### src/sv/ssd_pkg.sv
// Shared types, codes and the segment table of the seven-segment shift display.
// No dependencies; used by every module of the block.
package ssd_pkg;

  // Operation selector carried on the input tuser.
  localparam logic FUNC_SET     = 1'b0;
  localparam logic FUNC_REFRESH = 1'b1;

  // Result kind carried on the output tuser.
  localparam logic KIND_ACK = 1'b0;
  localparam logic KIND_BIT = 1'b1;

  // Register map (byte address = 4 * index).
  localparam logic REG_COMMON_ANODE = 1'b0;

  // Depth of the command queue between front and back.
  localparam int QUEUE_DEPTH = 2;

  // Segment table for values 0..11.
  localparam int TABLE_LEN = 12;
  localparam logic [7:0] SEG_TABLE [TABLE_LEN] = '{
    8'hBF, 8'h0B, 8'h77, 8'h5F, 8'hCB, 8'hDD,
    8'hFD, 8'h0F, 8'hFF, 8'hDF, 8'h01, 8'h41
  };

  // Classified command handed from front to back.
  typedef struct packed {
    logic       refresh;   // 1: refresh, 0: set
    logic       in_range;  // set index below digit count
    logic [7:0] idx;       // digit index as received
    logic [7:0] pattern;   // mapped segment pattern
  } ssd_cmd_t;

  // One result transaction.
  typedef struct packed {
    logic       kind;
    logic       accepted;
    logic       lane0_bit;
    logic       lane1_bit;
    logic [2:0] pair_number;
    logic [2:0] bit_number;
    logic       latch;
    logic       last;
  } ssd_res_t;

  // Map a value to its pattern; out-of-range values give a blank code.
  function automatic logic [7:0] seg_pattern(input logic [7:0] value,
                                             input logic       anode);
    logic [7:0] pat;
    pat = 8'h00;
    if (value < 8'(TABLE_LEN)) begin
      pat = SEG_TABLE[value[3:0]] ^ {8{anode}};
    end
    return pat;
  endfunction

endpackage

### src/sv/ssd_front.sv
// Front end: accepts input transactions and classifies them into commands.
// Depends on ssd_pkg (command type, segment table).
module ssd_front import ssd_pkg::*; #(
  parameter int DIGIT_COUNT = 8
) (
  input  logic        s_tvalid_i,
  input  logic [15:0] s_tdata_i,    // [7:0] digit_index, [15:8] digit_value
  input  logic        s_tuser_i,    // func
  output logic        s_tready_o,
  input  logic        common_anode_i,
  input  logic        q_ready_i,
  output logic        push_o,
  output ssd_cmd_t    cmd_o
);

  localparam logic [7:0] DigitLimit = 8'(DIGIT_COUNT);

  logic [7:0] digit_index;
  logic [7:0] digit_value;

  assign digit_index = s_tdata_i[7:0];
  assign digit_value = s_tdata_i[15:8];

  // Handshake straight onto the queue
  assign s_tready_o = q_ready_i;
  assign push_o     = s_tvalid_i && q_ready_i;

  // Classify: operation, index range, mapped pattern
  always_comb begin
    cmd_o.refresh  = (s_tuser_i == FUNC_REFRESH);
    cmd_o.in_range = (digit_index < DigitLimit);
    cmd_o.idx      = digit_index;
    cmd_o.pattern  = seg_pattern(digit_value, common_anode_i);
  end

endmodule

### src/sv/ssd_queue.sv
// Short command queue decoupling the front end from the back end.
// Depends on ssd_pkg (command type, queue depth).
module ssd_queue import ssd_pkg::*; (
  input  logic     clk_i,
  input  logic     rst_ni,
  input  logic     push_i,
  input  ssd_cmd_t data_i,
  output logic     ready_o,
  input  logic     pop_i,
  output logic     valid_o,
  output ssd_cmd_t data_o
);

  localparam int PtrW = $clog2(QUEUE_DEPTH);
  localparam int CntW = $clog2(QUEUE_DEPTH + 1);

  ssd_cmd_t            mem_q [QUEUE_DEPTH];
  logic [PtrW-1:0]     wr_ptr_q, rd_ptr_q;
  logic [CntW-1:0]     count_q;

  assign ready_o = (count_q != CntW'(QUEUE_DEPTH));
  assign valid_o = (count_q != '0);
  assign data_o  = mem_q[rd_ptr_q];

  // Pointers and fill count
  always_ff @(posedge clk_i or negedge rst_ni) begin
    if (!rst_ni) begin
      wr_ptr_q <= '0;
      rd_ptr_q <= '0;
      count_q  <= '0;
    end else begin
      if (push_i) begin
        wr_ptr_q <= (wr_ptr_q == PtrW'(QUEUE_DEPTH - 1)) ? '0 : wr_ptr_q + 1'b1;
      end
      if (pop_i) begin
        rd_ptr_q <= (rd_ptr_q == PtrW'(QUEUE_DEPTH - 1)) ? '0 : rd_ptr_q + 1'b1;
      end
      if (push_i && !pop_i) begin
        count_q <= count_q + 1'b1;
      end else if (pop_i && !push_i) begin
        count_q <= count_q - 1'b1;
      end
    end
  end

  // Entry storage
  always_ff @(posedge clk_i) begin
    if (push_i) begin
      mem_q[wr_ptr_q] <= data_i;
    end
  end

endmodule

### src/sv/ssd_back.sv
// Back end: executes set and refresh commands against the segment store
// and drives the set acknowledges and serial bit results through an output register.
// Depends on ssd_pkg (command and result types, codes).
module ssd_back import ssd_pkg::*; #(
  parameter int DIGIT_COUNT = 8
) (
  input  logic     clk_i,
  input  logic     rst_ni,
  input  logic     q_valid_i,
  input  ssd_cmd_t q_data_i,
  output logic     pop_o,
  output logic     m_valid_o,
  input  logic     m_ready_i,
  output ssd_res_t m_res_o
);

  localparam int Half  = DIGIT_COUNT / 2;
  localparam int AW    = $clog2(DIGIT_COUNT);
  localparam int MemD  = 1 << AW;
  localparam int PW    = (Half > 1) ? $clog2(Half) : 1;
  localparam logic [PW-1:0] LastPair = PW'(Half - 1);

  typedef enum logic [1:0] {
    ST_IDLE,
    ST_EXEC,
    ST_PRIME,
    ST_SHIFT
  } state_e;

  state_e          state_q;
  ssd_cmd_t        cmd_q;
  logic [PW-1:0]   pair_q;
  logic [2:0]      bit_q;
  logic [7:0]      sh0_q, sh1_q;
  logic            changed_q;
  logic [MemD-1:0] vld_q;
  logic            out_valid_q;
  ssd_res_t        out_q;

  logic [7:0]      mem_q [MemD];
  logic [7:0]      rd0_q, rd1_q;
  logic            rv0_q, rv1_q;

  logic            out_free;
  logic [7:0]      old_pat, rd0_eff, rd1_eff;
  logic [PW-1:0]   nxt_pair, pair_sel;
  logic [AW-1:0]   addr0, addr1;
  logic            ack_fire, wr_en, bit_fire, bit_latch, bit_last, out_load;

  // Read data, with never-written entries reading as zero
  assign rd0_eff = rd0_q & {8{rv0_q}};
  assign rd1_eff = rd1_q & {8{rv1_q}};
  assign old_pat = rd0_eff;

  assign out_free = !out_valid_q || m_ready_i;
  assign nxt_pair = (pair_q == LastPair) ? '0 : pair_q + 1'b1;
  assign pair_sel = (state_q == ST_PRIME || state_q == ST_SHIFT) ? nxt_pair : '0;

  // Read addresses: set target, or the pair being prefetched
  always_comb begin
    if (state_q == ST_IDLE) begin
      addr0 = q_data_i.idx[AW-1:0];
    end else if (state_q == ST_EXEC && !cmd_q.refresh) begin
      addr0 = cmd_q.idx[AW-1:0];
    end else begin
      addr0 = AW'(pair_sel);
    end
  end
  assign addr1 = AW'(pair_sel) + AW'(Half);

  assign pop_o     = (state_q == ST_IDLE) && q_valid_i;
  assign ack_fire  = (state_q == ST_EXEC) && !cmd_q.refresh && out_free;
  assign wr_en     = ack_fire && cmd_q.in_range && (old_pat != cmd_q.pattern);
  assign bit_fire  = (state_q == ST_SHIFT) && out_free;
  assign bit_latch = (bit_q == 3'd7);
  assign bit_last  = bit_latch && (pair_q == LastPair);
  assign out_load  = ack_fire || bit_fire;

  assign m_valid_o = out_valid_q;
  assign m_res_o   = out_q;

  // Sequencer, store flags and output register
  always_ff @(posedge clk_i or negedge rst_ni) begin
    if (!rst_ni) begin
      state_q     <= ST_IDLE;
      cmd_q       <= '0;
      pair_q      <= '0;
      bit_q       <= '0;
      sh0_q       <= '0;
      sh1_q       <= '0;
      changed_q   <= 1'b1;
      vld_q       <= '0;
      out_valid_q <= 1'b0;
      out_q       <= '0;
    end else begin
      if (out_load) begin
        out_valid_q <= 1'b1;
      end else if (m_ready_i) begin
        out_valid_q <= 1'b0;
      end
      unique case (state_q)
        ST_IDLE: begin
          if (q_valid_i) begin
            cmd_q   <= q_data_i;
            state_q <= ST_EXEC;
          end
        end
        ST_EXEC: begin
          if (cmd_q.refresh) begin
            pair_q  <= '0;
            state_q <= changed_q ? ST_PRIME : ST_IDLE;
          end else if (out_free) begin
            out_q <= '{kind: KIND_ACK, accepted: cmd_q.in_range,
                       lane0_bit: 1'b0, lane1_bit: 1'b0,
                       pair_number: 3'd0, bit_number: 3'd0,
                       latch: 1'b0, last: 1'b1};
            if (wr_en) begin
              vld_q[addr0] <= 1'b1;
              changed_q    <= 1'b1;
            end
            state_q <= ST_IDLE;
          end
        end
        ST_PRIME: begin
          sh0_q   <= rd0_eff;
          sh1_q   <= rd1_eff;
          bit_q   <= '0;
          state_q <= ST_SHIFT;
        end
        ST_SHIFT: begin
          if (out_free) begin
            out_q <= '{kind: KIND_BIT, accepted: 1'b0,
                       lane0_bit: sh0_q[0], lane1_bit: sh1_q[0],
                       pair_number: 3'(pair_q), bit_number: bit_q,
                       latch: bit_latch, last: bit_last};
            // Next pair is loaded after the eighth bit
            sh0_q <= bit_latch ? rd0_eff : sh0_q >> 1;
            sh1_q <= bit_latch ? rd1_eff : sh1_q >> 1;
            bit_q <= bit_q + 1'b1;  // wraps to zero after the eighth bit
            if (bit_latch) begin
              if (bit_last) begin
                changed_q <= 1'b0;
                state_q   <= ST_IDLE;
              end else begin
                pair_q <= nxt_pair;
              end
            end
          end
        end
        default: state_q <= ST_IDLE;
      endcase
    end
  end

  // Segment store: one write port, two registered read ports
  always_ff @(posedge clk_i) begin
    if (wr_en) begin
      mem_q[addr0] <= cmd_q.pattern;
    end
    rd0_q <= mem_q[addr0];
    rd1_q <= mem_q[addr1];
    rv0_q <= vld_q[addr0];
    rv1_q <= vld_q[addr1];
  end

  // Final bit of a refresh returns the sequencer to idle
  a_last_idle: assert property (@(posedge clk_i) disable iff (!rst_ni)
    bit_fire && bit_last |=> state_q == ST_IDLE)
    else $error("sequencer did not return to idle after last bit");

  // Changed flag only clears on the final bit of a refresh
  a_changed_clear: assert property (@(posedge clk_i) disable iff (!rst_ni)
    $fell(changed_q) |-> $past(bit_fire && bit_last))
    else $error("changed flag cleared outside a refresh");

  // Store writes only for in-range set commands
  a_write_range: assert property (@(posedge clk_i) disable iff (!rst_ni)
    wr_en |-> cmd_q.in_range && !cmd_q.refresh && state_q == ST_EXEC)
    else $error("store written by an invalid command");

  // Priming always starts a pair at bit zero
  a_prime_bit: assert property (@(posedge clk_i) disable iff (!rst_ni)
    state_q == ST_PRIME |=> state_q == ST_SHIFT && bit_q == 3'd0 && pair_q == '0)
    else $error("shift did not start at pair zero bit zero");

endmodule

### src/sv/seven_segment_shift_display_unit.sv
// Top level of the seven-segment shift display: APB register, front end,
// command queue and back end. Depends on ssd_pkg, ssd_front, ssd_queue, ssd_back.
//
// Channel   Dir  Handshake             Payload
// s_axis    in   tvalid/tready         tdata: digit_index, digit_value; tuser: func
// m_axis    out  tvalid/tready         tdata: accepted..latch; tuser: kind; tlast: last
// apb       in   psel/penable/pready   common_anode at byte address 0
//
// A set transaction passes the back end as dequeue with store read in idle,
// then compare and write in exec. A refresh with a changed store runs exec, prime
// and shift, one bit per cycle on the shift sequencer while output is free;
// an unchanged refresh returns from exec to idle. The back end holds output while the
// result register is not taken; the two-entry queue accepts input until it is full.
// Reset makes the store read as zero and marks it changed; common_anode resets to 1.
module seven_segment_shift_display_unit import ssd_pkg::*; #(
  parameter int DIGIT_COUNT = 8
) (
  input  logic        clk_i,
  input  logic        rst_ni,
  input  logic        s_axis_tvalid,
  output logic        s_axis_tready,
  input  logic [15:0] s_axis_tdata,   // [7:0] digit_index, [15:8] digit_value
  input  logic        s_axis_tuser,   // [0] func
  output logic        m_axis_tvalid,
  input  logic        m_axis_tready,
  output logic [15:0] m_axis_tdata,   // [0] accepted, [1] lane0_bit, [2] lane1_bit,
                                      // [5:3] pair_number, [8:6] bit_number, [9] latch
  output logic        m_axis_tuser,   // [0] kind
  output logic        m_axis_tlast,   // last
  input  logic        psel,
  input  logic        penable,
  input  logic        pwrite,
  input  logic [2:0]  paddr,
  input  logic [31:0] pwdata,
  output logic [31:0] prdata,
  output logic        pready
);

  logic     common_anode_q;
  logic     q_ready, push, pop, q_valid;
  ssd_cmd_t cmd_in, cmd_out;
  ssd_res_t res;
  logic     reg_hit;

  // Configuration register
  assign pready  = 1'b1;
  assign reg_hit = (paddr[2] == REG_COMMON_ANODE);
  assign prdata  = reg_hit ? {31'b0, common_anode_q} : 32'b0;

  always_ff @(posedge clk_i or negedge rst_ni) begin
    if (!rst_ni) begin
      common_anode_q <= 1'b1;
    end else if (psel && penable && pwrite && pready && reg_hit) begin
      common_anode_q <= pwdata[0];
    end
  end

  ssd_front #(
    .DIGIT_COUNT (DIGIT_COUNT)
  ) u_front (
    .s_tvalid_i     (s_axis_tvalid),
    .s_tdata_i      (s_axis_tdata),
    .s_tuser_i      (s_axis_tuser),
    .s_tready_o     (s_axis_tready),
    .common_anode_i (common_anode_q),
    .q_ready_i      (q_ready),
    .push_o         (push),
    .cmd_o          (cmd_in)
  );

  ssd_queue u_queue (
    .clk_i   (clk_i),
    .rst_ni  (rst_ni),
    .push_i  (push),
    .data_i  (cmd_in),
    .ready_o (q_ready),
    .pop_i   (pop),
    .valid_o (q_valid),
    .data_o  (cmd_out)
  );

  ssd_back #(
    .DIGIT_COUNT (DIGIT_COUNT)
  ) u_back (
    .clk_i     (clk_i),
    .rst_ni    (rst_ni),
    .q_valid_i (q_valid),
    .q_data_i  (cmd_out),
    .pop_o     (pop),
    .m_valid_o (m_axis_tvalid),
    .m_ready_i (m_axis_tready),
    .m_res_o   (res)
  );

  // Result packing
  assign m_axis_tdata = {6'b0, res.latch, res.bit_number, res.pair_number,
                         res.lane1_bit, res.lane0_bit, res.accepted};
  assign m_axis_tuser = res.kind;
  assign m_axis_tlast = res.last;

endmodule

### config.mk
export PLATFORM = sky130hd
export DESIGN_NAME = seven_segment_shift_display_unit
export DESIGN_NICKNAME = d
export VERILOG_FILES = /design/src/sv/ssd_pkg.sv /design/src/sv/ssd_front.sv /design/src/sv/ssd_queue.sv /design/src/sv/ssd_back.sv /design/src/sv/seven_segment_shift_display_unit.sv
export SDC_FILE = /design/constraint.sdc
export NUM_CORES = 1
export LEC_CHECK = 0
export BUFFER_PORTS_ARGS = -buffer_cell sky130_fd_sc_hd__buf_2
export CORE_ASPECT_RATIO = 1.75
export CORE_MARGIN = 1.5
export CORE_UTILIZATION = 54
export DETAILED_ROUTE_END_ITERATION = 8
export PLACE_DENSITY = 0.76
export SLEW_MARGIN = 30
export SYNTH_ARGS = -nofsm -noshare
export SYNTH_HDL_FRONTEND = slang
export SYNTH_SLANG_ARGS = --single-unit
### constraint.sdc
create_clock -name clk_i -period 3.8 [get_ports clk_i]
set_clock_uncertainty 0.2 [all_clocks]
set_input_delay 0.57 -clock clk_i [delete_from_list [all_inputs] [get_ports clk_i]]
set_output_delay 0.57 -clock clk_i [all_outputs]
set_load 0.01 [all_outputs]
### Word-level counts from Yosys, hierarchy flattened

Memory sizes are Yosys's and may differ from the RTL's. A register that Yosys moved wholly into a read port is not among the register bits.
Cells that the tools add are included.

| cells by class | value |
|---|---|
| add/sub/neg operators | 7 |
| $mul | 0 |
| divide/modulo/power cells | 0 |
| order comparisons | 6 |
| eq/ne operators | 17 |
| shift operators | 0 |
| multiplexer cells | 56 |
| bitwise logic cells | 7 |
| reduce and logical (&&, ||, !) cells | 34 |

Operators by type and width:

| operator | count |
|---|---|
| $mux W8 | 7 |
| $mux W12 | 3 |
| $pmux W8 S2 | 2 |
| $mux W2 | 15 |
| $pmux W12 S2 | 1 |
| $mux W1 | 18 |
| $and A8 B8 Y8 | 2 |
| $lt A8 B4 Y1 const B | 2 |
| $logic_and A1 B1 Y1 | 14 |
| $ne A2 B1 Y1 const B | 7 |
| $reduce_and A5 Y1 | 2 |
| $reduce_bool A2 Y1 | 5 |
| $mux W3 | 3 |
| $lt A3 B4 Y1 const B | 2 |
| $ne A8 B8 Y1 | 1 |
| $or A8 B8 Y8 | 1 |
| $pmux W2 S4 | 1 |
| $reduce_and A4 Y1 | 2 |
| $xor A8 B8 Y8 | 1 |
| $reduce_and A7 Y1 | 1 |
| $bmux W1 S3 | 2 |
| $eq A2 B2 Y1 const B | 3 |
| $ne A2 B2 Y1 const B | 3 |
| $pmux W3 S2 | 1 |
| other kinds (19) | 28 |

| word-level totals | value |
|---|---|
| register bits after elaboration | 65 |
| latch bits | 0 |
| bits in writable memories | 100 |
| ROM bits | 128 |
| input port bits | 59 |
| output and inout bits | 53 |
| logic and storage cells | 156 |
| memories | 3 |

Memories:

| memory | depth | bits a word | rd ports | clocked after Yosys merged registers in | wr ports | line | text |
|---|---|---|---|---|---|---|---|
| (no name shown) | 16 | 8 | 1 | 0 | 0 | ssd_pkg.sv:52 | `pat = SEG_TABLE[value[3:0]] ^ {8{anode}};` |
| u_back.mem_q | 8 | 8 | 2 | 2 | 1 | ssd_back.sv:40 | `logic [7:0] mem_q [MemD];` |
| u_queue.mem_q | 2 | 18 | 1 | 0 | 1 | ssd_queue.sv:17 | `ssd_cmd_t mem_q [QUEUE_DEPTH];` |

### Logic depth before layout (Yosys ltp)

| logic depth | value |
|---|---|
| depth in word-level cells | 10 |
| gate-level depth with buffers | 9 |
| gate-level depth less buffers | 7 |

### Cells and area by module

A second synthesis with hierarchy kept.

| second synthesis, totals | value |
|---|---|
| cell total of the unflattened synthesis | 666 |
| area, all modules | 8,484.4 um^2 |

By module, submodules not included:

| module | instances | cells each | area an instance (um^2) |
|---|---|---|---|
| ssd_back | 1 | 492 | 6,175.9 |
| ssd_queue | 1 | 72 | 1,537.7 |
| ssd_front | 1 | 58 | 422.9 |
| seven_segment_shift_display_unit | 1 | 44 | 347.8 |

### Worst setup path before layout

No wires, ideal clock.

| timing path | value |
|---|---|
| path kind | flip-flop to flip-flop |
| start point | reg u_queue.rd_ptr_q |
| end point | mem u_back.mem_q[8][0] (netlist: u_back.mem_q[2][0]), enable pin |
| data arrival time | 2.399 ns |
| path slack | 0.806 ns |
| cell stages (with the launch flop) | 7 |
| buffers on the path | 2 |
| clock period less this slack | 2.994 ns |
| cell sequence | dfrtp_1 buf_6 mux2_4 a211oi_4 buf_4 nand2_1 nor4_1 |

| on the way | value |
|---|---|
| word-level cells in the longest chain between the ends | 2 |

Ends and longest elaborated chain:

| element | line | text |
|---|---|---|
| from (decl) | ssd_queue.sv:18 | `logic [PtrW-1:0] wr_ptr_q, rd_ptr_q;` |
| from (signal assigned) | ssd_queue.sv:36 | `rd_ptr_q <= (rd_ptr_q == PtrW'(QUEUE_DEPTH - 1)) ? '0 : rd_ptr_q + 1'b1;` |
| $mem_v2 Z2 W18 | - |  |
| $mux W3 | ssd_back.sv:61 | `if (state_q == ST_IDLE) begin` |
| to (decl) | ssd_back.sv:40 |  |

Every way passes these cells.

==> run_results.csv <==
group,metric,value,unit
worst_setup_path,reg2reg_setup_slack,0.82,ns
placed_design,dp_hpwl,10.4,mm
worst_setup_path,critPathMaxStageDelay,0.64,ns
yosys,synth_edf_count,90,
cts,cts.sinks,170,
timing,fin_crit,2.98,ns
worst_hold_path,hp-start,"s_axis_tdata[1]",
cells_and_area,syn2layout_area_growth,10.6,%
grt,first_global_vias,4840,
timing,hold_violations,0,
yosys,ys.flop_type,"edfxtp_1",
yosys,syn_inst,605,
worst_setup_path,crit_chain,"nor3b_2, a211o_1, buf_4, mux2i_1, mux2i_1, mux2_2",
yosys,ys_seq_area_share,60.2,%
floorplan,num_io_pins,112,
floorplan,die_x,93.1,microns
cts,cts_resized,0,
floorplan,core,0.0139,sq mm
cts,cts.clk_slew.worst_paths,0.07,ns
worst_setup_path,path_common_cell,"mux2i_1",
yosys,synth_top_area_share,35.2,%
routing,wirelength,14.7,mm
cts,clk_latency,0.43,ns
yosys,synth_cell_types,57,
worst_setup_path,arrival,3.08,ns
floorplan,design.die.area,0.0150,sq mm
placed_design,routabilityCongestion,0.829,
worst_setup_path,endpoint_kind,"flip-flop",
routing,drc,0,
yosys,synthTopCellsByArea,"edfxtp_1, dfrtp_1, mux2i_1",
placed_design,pre_cts_slack,0.843,ns
placed_design,port_buffers,39,
yosys,synthArstFlopShare,36.5,%
worst_hold_path,min_path_cells,1,
yosys,synth_commonest_cells,"edfxtp_1, dfrtp_1, mux2i_1",
worst_setup_path,critPathMaxFanout,16,
routing,vias,4766,
worst_setup_path,critPathKind,"flip-flop to flip-flop",
cts,cts_tree,"built",
worst_setup_path,cp_top_family,"flip-flops",
power_and_ir_drop,combPwrFrac,34.0,%
cells_and_area,multi_input_area,0.00273,sq mm
cells_and_area,drive_above_1_share,18.9,%
power_and_ir_drop,p_int,4.45,mW
grt,grt_first_pass_wirelength,23.7,mm
cts,h-tree-depth,4,
floorplan,rows,57,
worst_setup_path,r2r_end,"u_back.rd0_q[4]",
timing,setup-tns-final,0,ns
power_and_ir_drop,p_leak,3.57,nW
power_and_ir_drop,netSwitchingFraction,36.0,%
floorplan,start_util,55.2,%
power_and_ir_drop,clkPwrFrac,22.6,%
timing,slew_headroom,39.1,%
yosys,synth-seq-cells,170,
cts,cts.root.buffer_cell,"clkbuf_16",
grt,grt_max_degree,36,
routing,wire_per_inst,17.4,microns
cts,cts_buffer_depth,2,
routing,antenna_left,0,
worst_setup_path,crit_buf_inv,1,
worst_setup_path,cp-start-kind,"flip-flop",
worst_hold_path,hold_path.class,"input port to flip-flop",
routing,drt_pass1_iterations,4,
power_and_ir_drop,irDropWorstVdd,409,uV
timing,slew_violations,0,
power_and_ir_drop,p_per_area,819,mW/mm^2
timing,fin_crit_sh,78.4,%
cells_and_area,regArea,0.00462,sq mm
grt,grt_usage,20.8,%
power_and_ir_drop,power,6.95,mW
timing,setup_viol,0,
cells_and_area,final_util,61.1,%
yosys,syn_area,0.00767,sq mm
cells_and_area,nFillCells,1099,
cells_and_area,antennaDiodeCount,0,
yosys,yosys_warnings,0,
worst_setup_path,r2r_cells,6,
worst_hold_path,min_to,"u_queue.mem_q[1][9]",
grt,gr-total-overflow,0,
cells_and_area,nNetsFinal,720,
power_and_ir_drop,p_switching,2.50,mW
floorplan,die_h,161,microns
routing,viasPerCell,5.66,
timing,rsz0062_at_grt,"false",
yosys,synth_most_common_cell,"edfxtp_1",
run_status,status,"finished clean",
timing,worst_slack,0.819,ns
job,cap_violations,0,
routing,drt_iter0_drc,423,
cts,cts_inserted_buffers,17,
yosys,synth_top_cell_by_area,"edfxtp_1",
yosys,syn_area_per_cell,12.7,sq um
worst_setup_path,required,3.90,ns
power_and_ir_drop,seqPwrFrac,43.4,%
timing,max_freq,335,MHz
worst_setup_path,cp_slowest_cell,"dfrtp_1",
timing,max_slew.worst_pin.slew,0.910,ns
grt,grt_antenna_before_repair,0,
==> state kept, by name (all words and copies together) (netlist names), named ones only <==
register	flops
common_anode_q	1
u_back.bit_q	3
u_back.changed_q	1
u_back.cmd_q	13
u_back.m_res_o	11
u_back.m_valid_o	1
u_back.mem_q	64
u_back.pair_q	2
u_back.rd0_q	8
u_back.rd1_q	8
u_back.rv0_q	1
u_back.rv1_q	1
u_back.sh0_q	8
u_back.sh1_q	8
u_back.state_q	1
u_back.vld_q	8
u_queue.count_q	2
u_queue.mem_q	26
u_queue.rd_ptr_q	1
u_queue.wr_ptr_q	1
==> power by group through the flow <==
stage	clock, mW	sequential (mW)	combinational [mW]
after floorplan	0	2.87	1.92
after global placement	0	3.00	2.25
after global routing	1.67	3.09	2.58
after detailed placement	0	3.05	2.35
final	1.57	3.02	2.36
after CTS	1.59	3.01	2.38
==> metal layers <==
metal | up-vias | wire length (microns) | global-route usage, % | share of wire, %
met1 | 2370 | 5250 | 21.8 | 36
met4 | 0 | 332 | 9.09 | 2.3
met5 | - | 0 | 0 | 0
met3 | 34 | 541 | 3.88 | 3.7
li1 | 2214 | - | - | -
met2 | 148 | 8550 | 39.2 | 58
==> cells by family after synthesis <==
group	after synthesis	synth area share (%)
other	2	0.0979
muxes	76	11.8
and+or+nand+nor	152	9.82
xor gates and xnor gates	16	1.83
AOI/OAI and AO/OA	104	8.67
adders and majority gates	9	1.47
buffers and inverters	76	6.20
DFF	170	60.2
==> worst max-delay path by stage <==
| stage | start | to | slack [ns] | cells after the start |
|---|---|---|---|---|
| after floorplan | u_queue.rd_ptr_q | u_back.mem_q[2][0] | 0.81 | 6 |
| after global placement | flip-flop | u_back.rd0_q[5] | 0.92 | 6 |
| after detailed placement | flip-flop | u_back.rd0_q[7] | 0.84 | 6 |
| after CTS | flip-flop | u_back.rd0_q[4] | 0.81 | 6 |
| after global routing | flip-flop | u_back.rd0_q[4] | 0.62 | 6 |
| final | flip-flop | u_back.rd0_q[4] | 0.82 | 6 |
==> area by class of cell <==
type	count	area share [%]
clock buffer	18	5.05
timing repair buffer	60	4.19
tap	177	2.61
inverter	7	0.309
sequential	170	54.4
multi-input combinational	396	32.2
clock inverter	14	1.31
==> through the flow <==
stage                     hold WS [ns]  cell area [sq um]  cells
after detailed placement         0.232               7940    809
after CTS                        0.118               8490    842
after floorplan                 0.0744               7810    642
after global placement           0.226               7940    809
after global routing             0.115               8490    842
final                            0.131               8490    842
==> worst reg2reg max path: stages (launching register included) <==
cell and delay (ns):
dfrtp_1 0.64, nor3b_2 0.49, a211o_1 0.62, buf_4 0.30
mux2i_1 0.22, mux2i_1 0.10, mux2_2 0.29
==> repair_timing <==
item	in CTS	in global routing
setup buffers	0	0
endpoints found under the hold margin	8	0
hold buffers	1	0
==> cells in the final DEF, fill, tap and decap left out, types with 4 or more instances in the layout <==
cell,instances
and3_1,16
a22o_1,10
dfrtp_1,60
o21bai_1,8
clkbuf_16,17
buf_4,20
a22oi_1,8
mux4_2,9
o21ai_1,14
nand3_1,17
nor2_1,39
o21ai_0,15
conb_1,39
buf_2,39
xor2_1,9
mux2i_1,50
mux2_2,13
inv_6,7
ha_1,9
xnor2_1,7
dfxtp_1,18
nand2b_1,4
inv_1,7
nand2_1,48
a21oi_1,31
edfxtp_1,90
(Power assumes the default switching activity.)
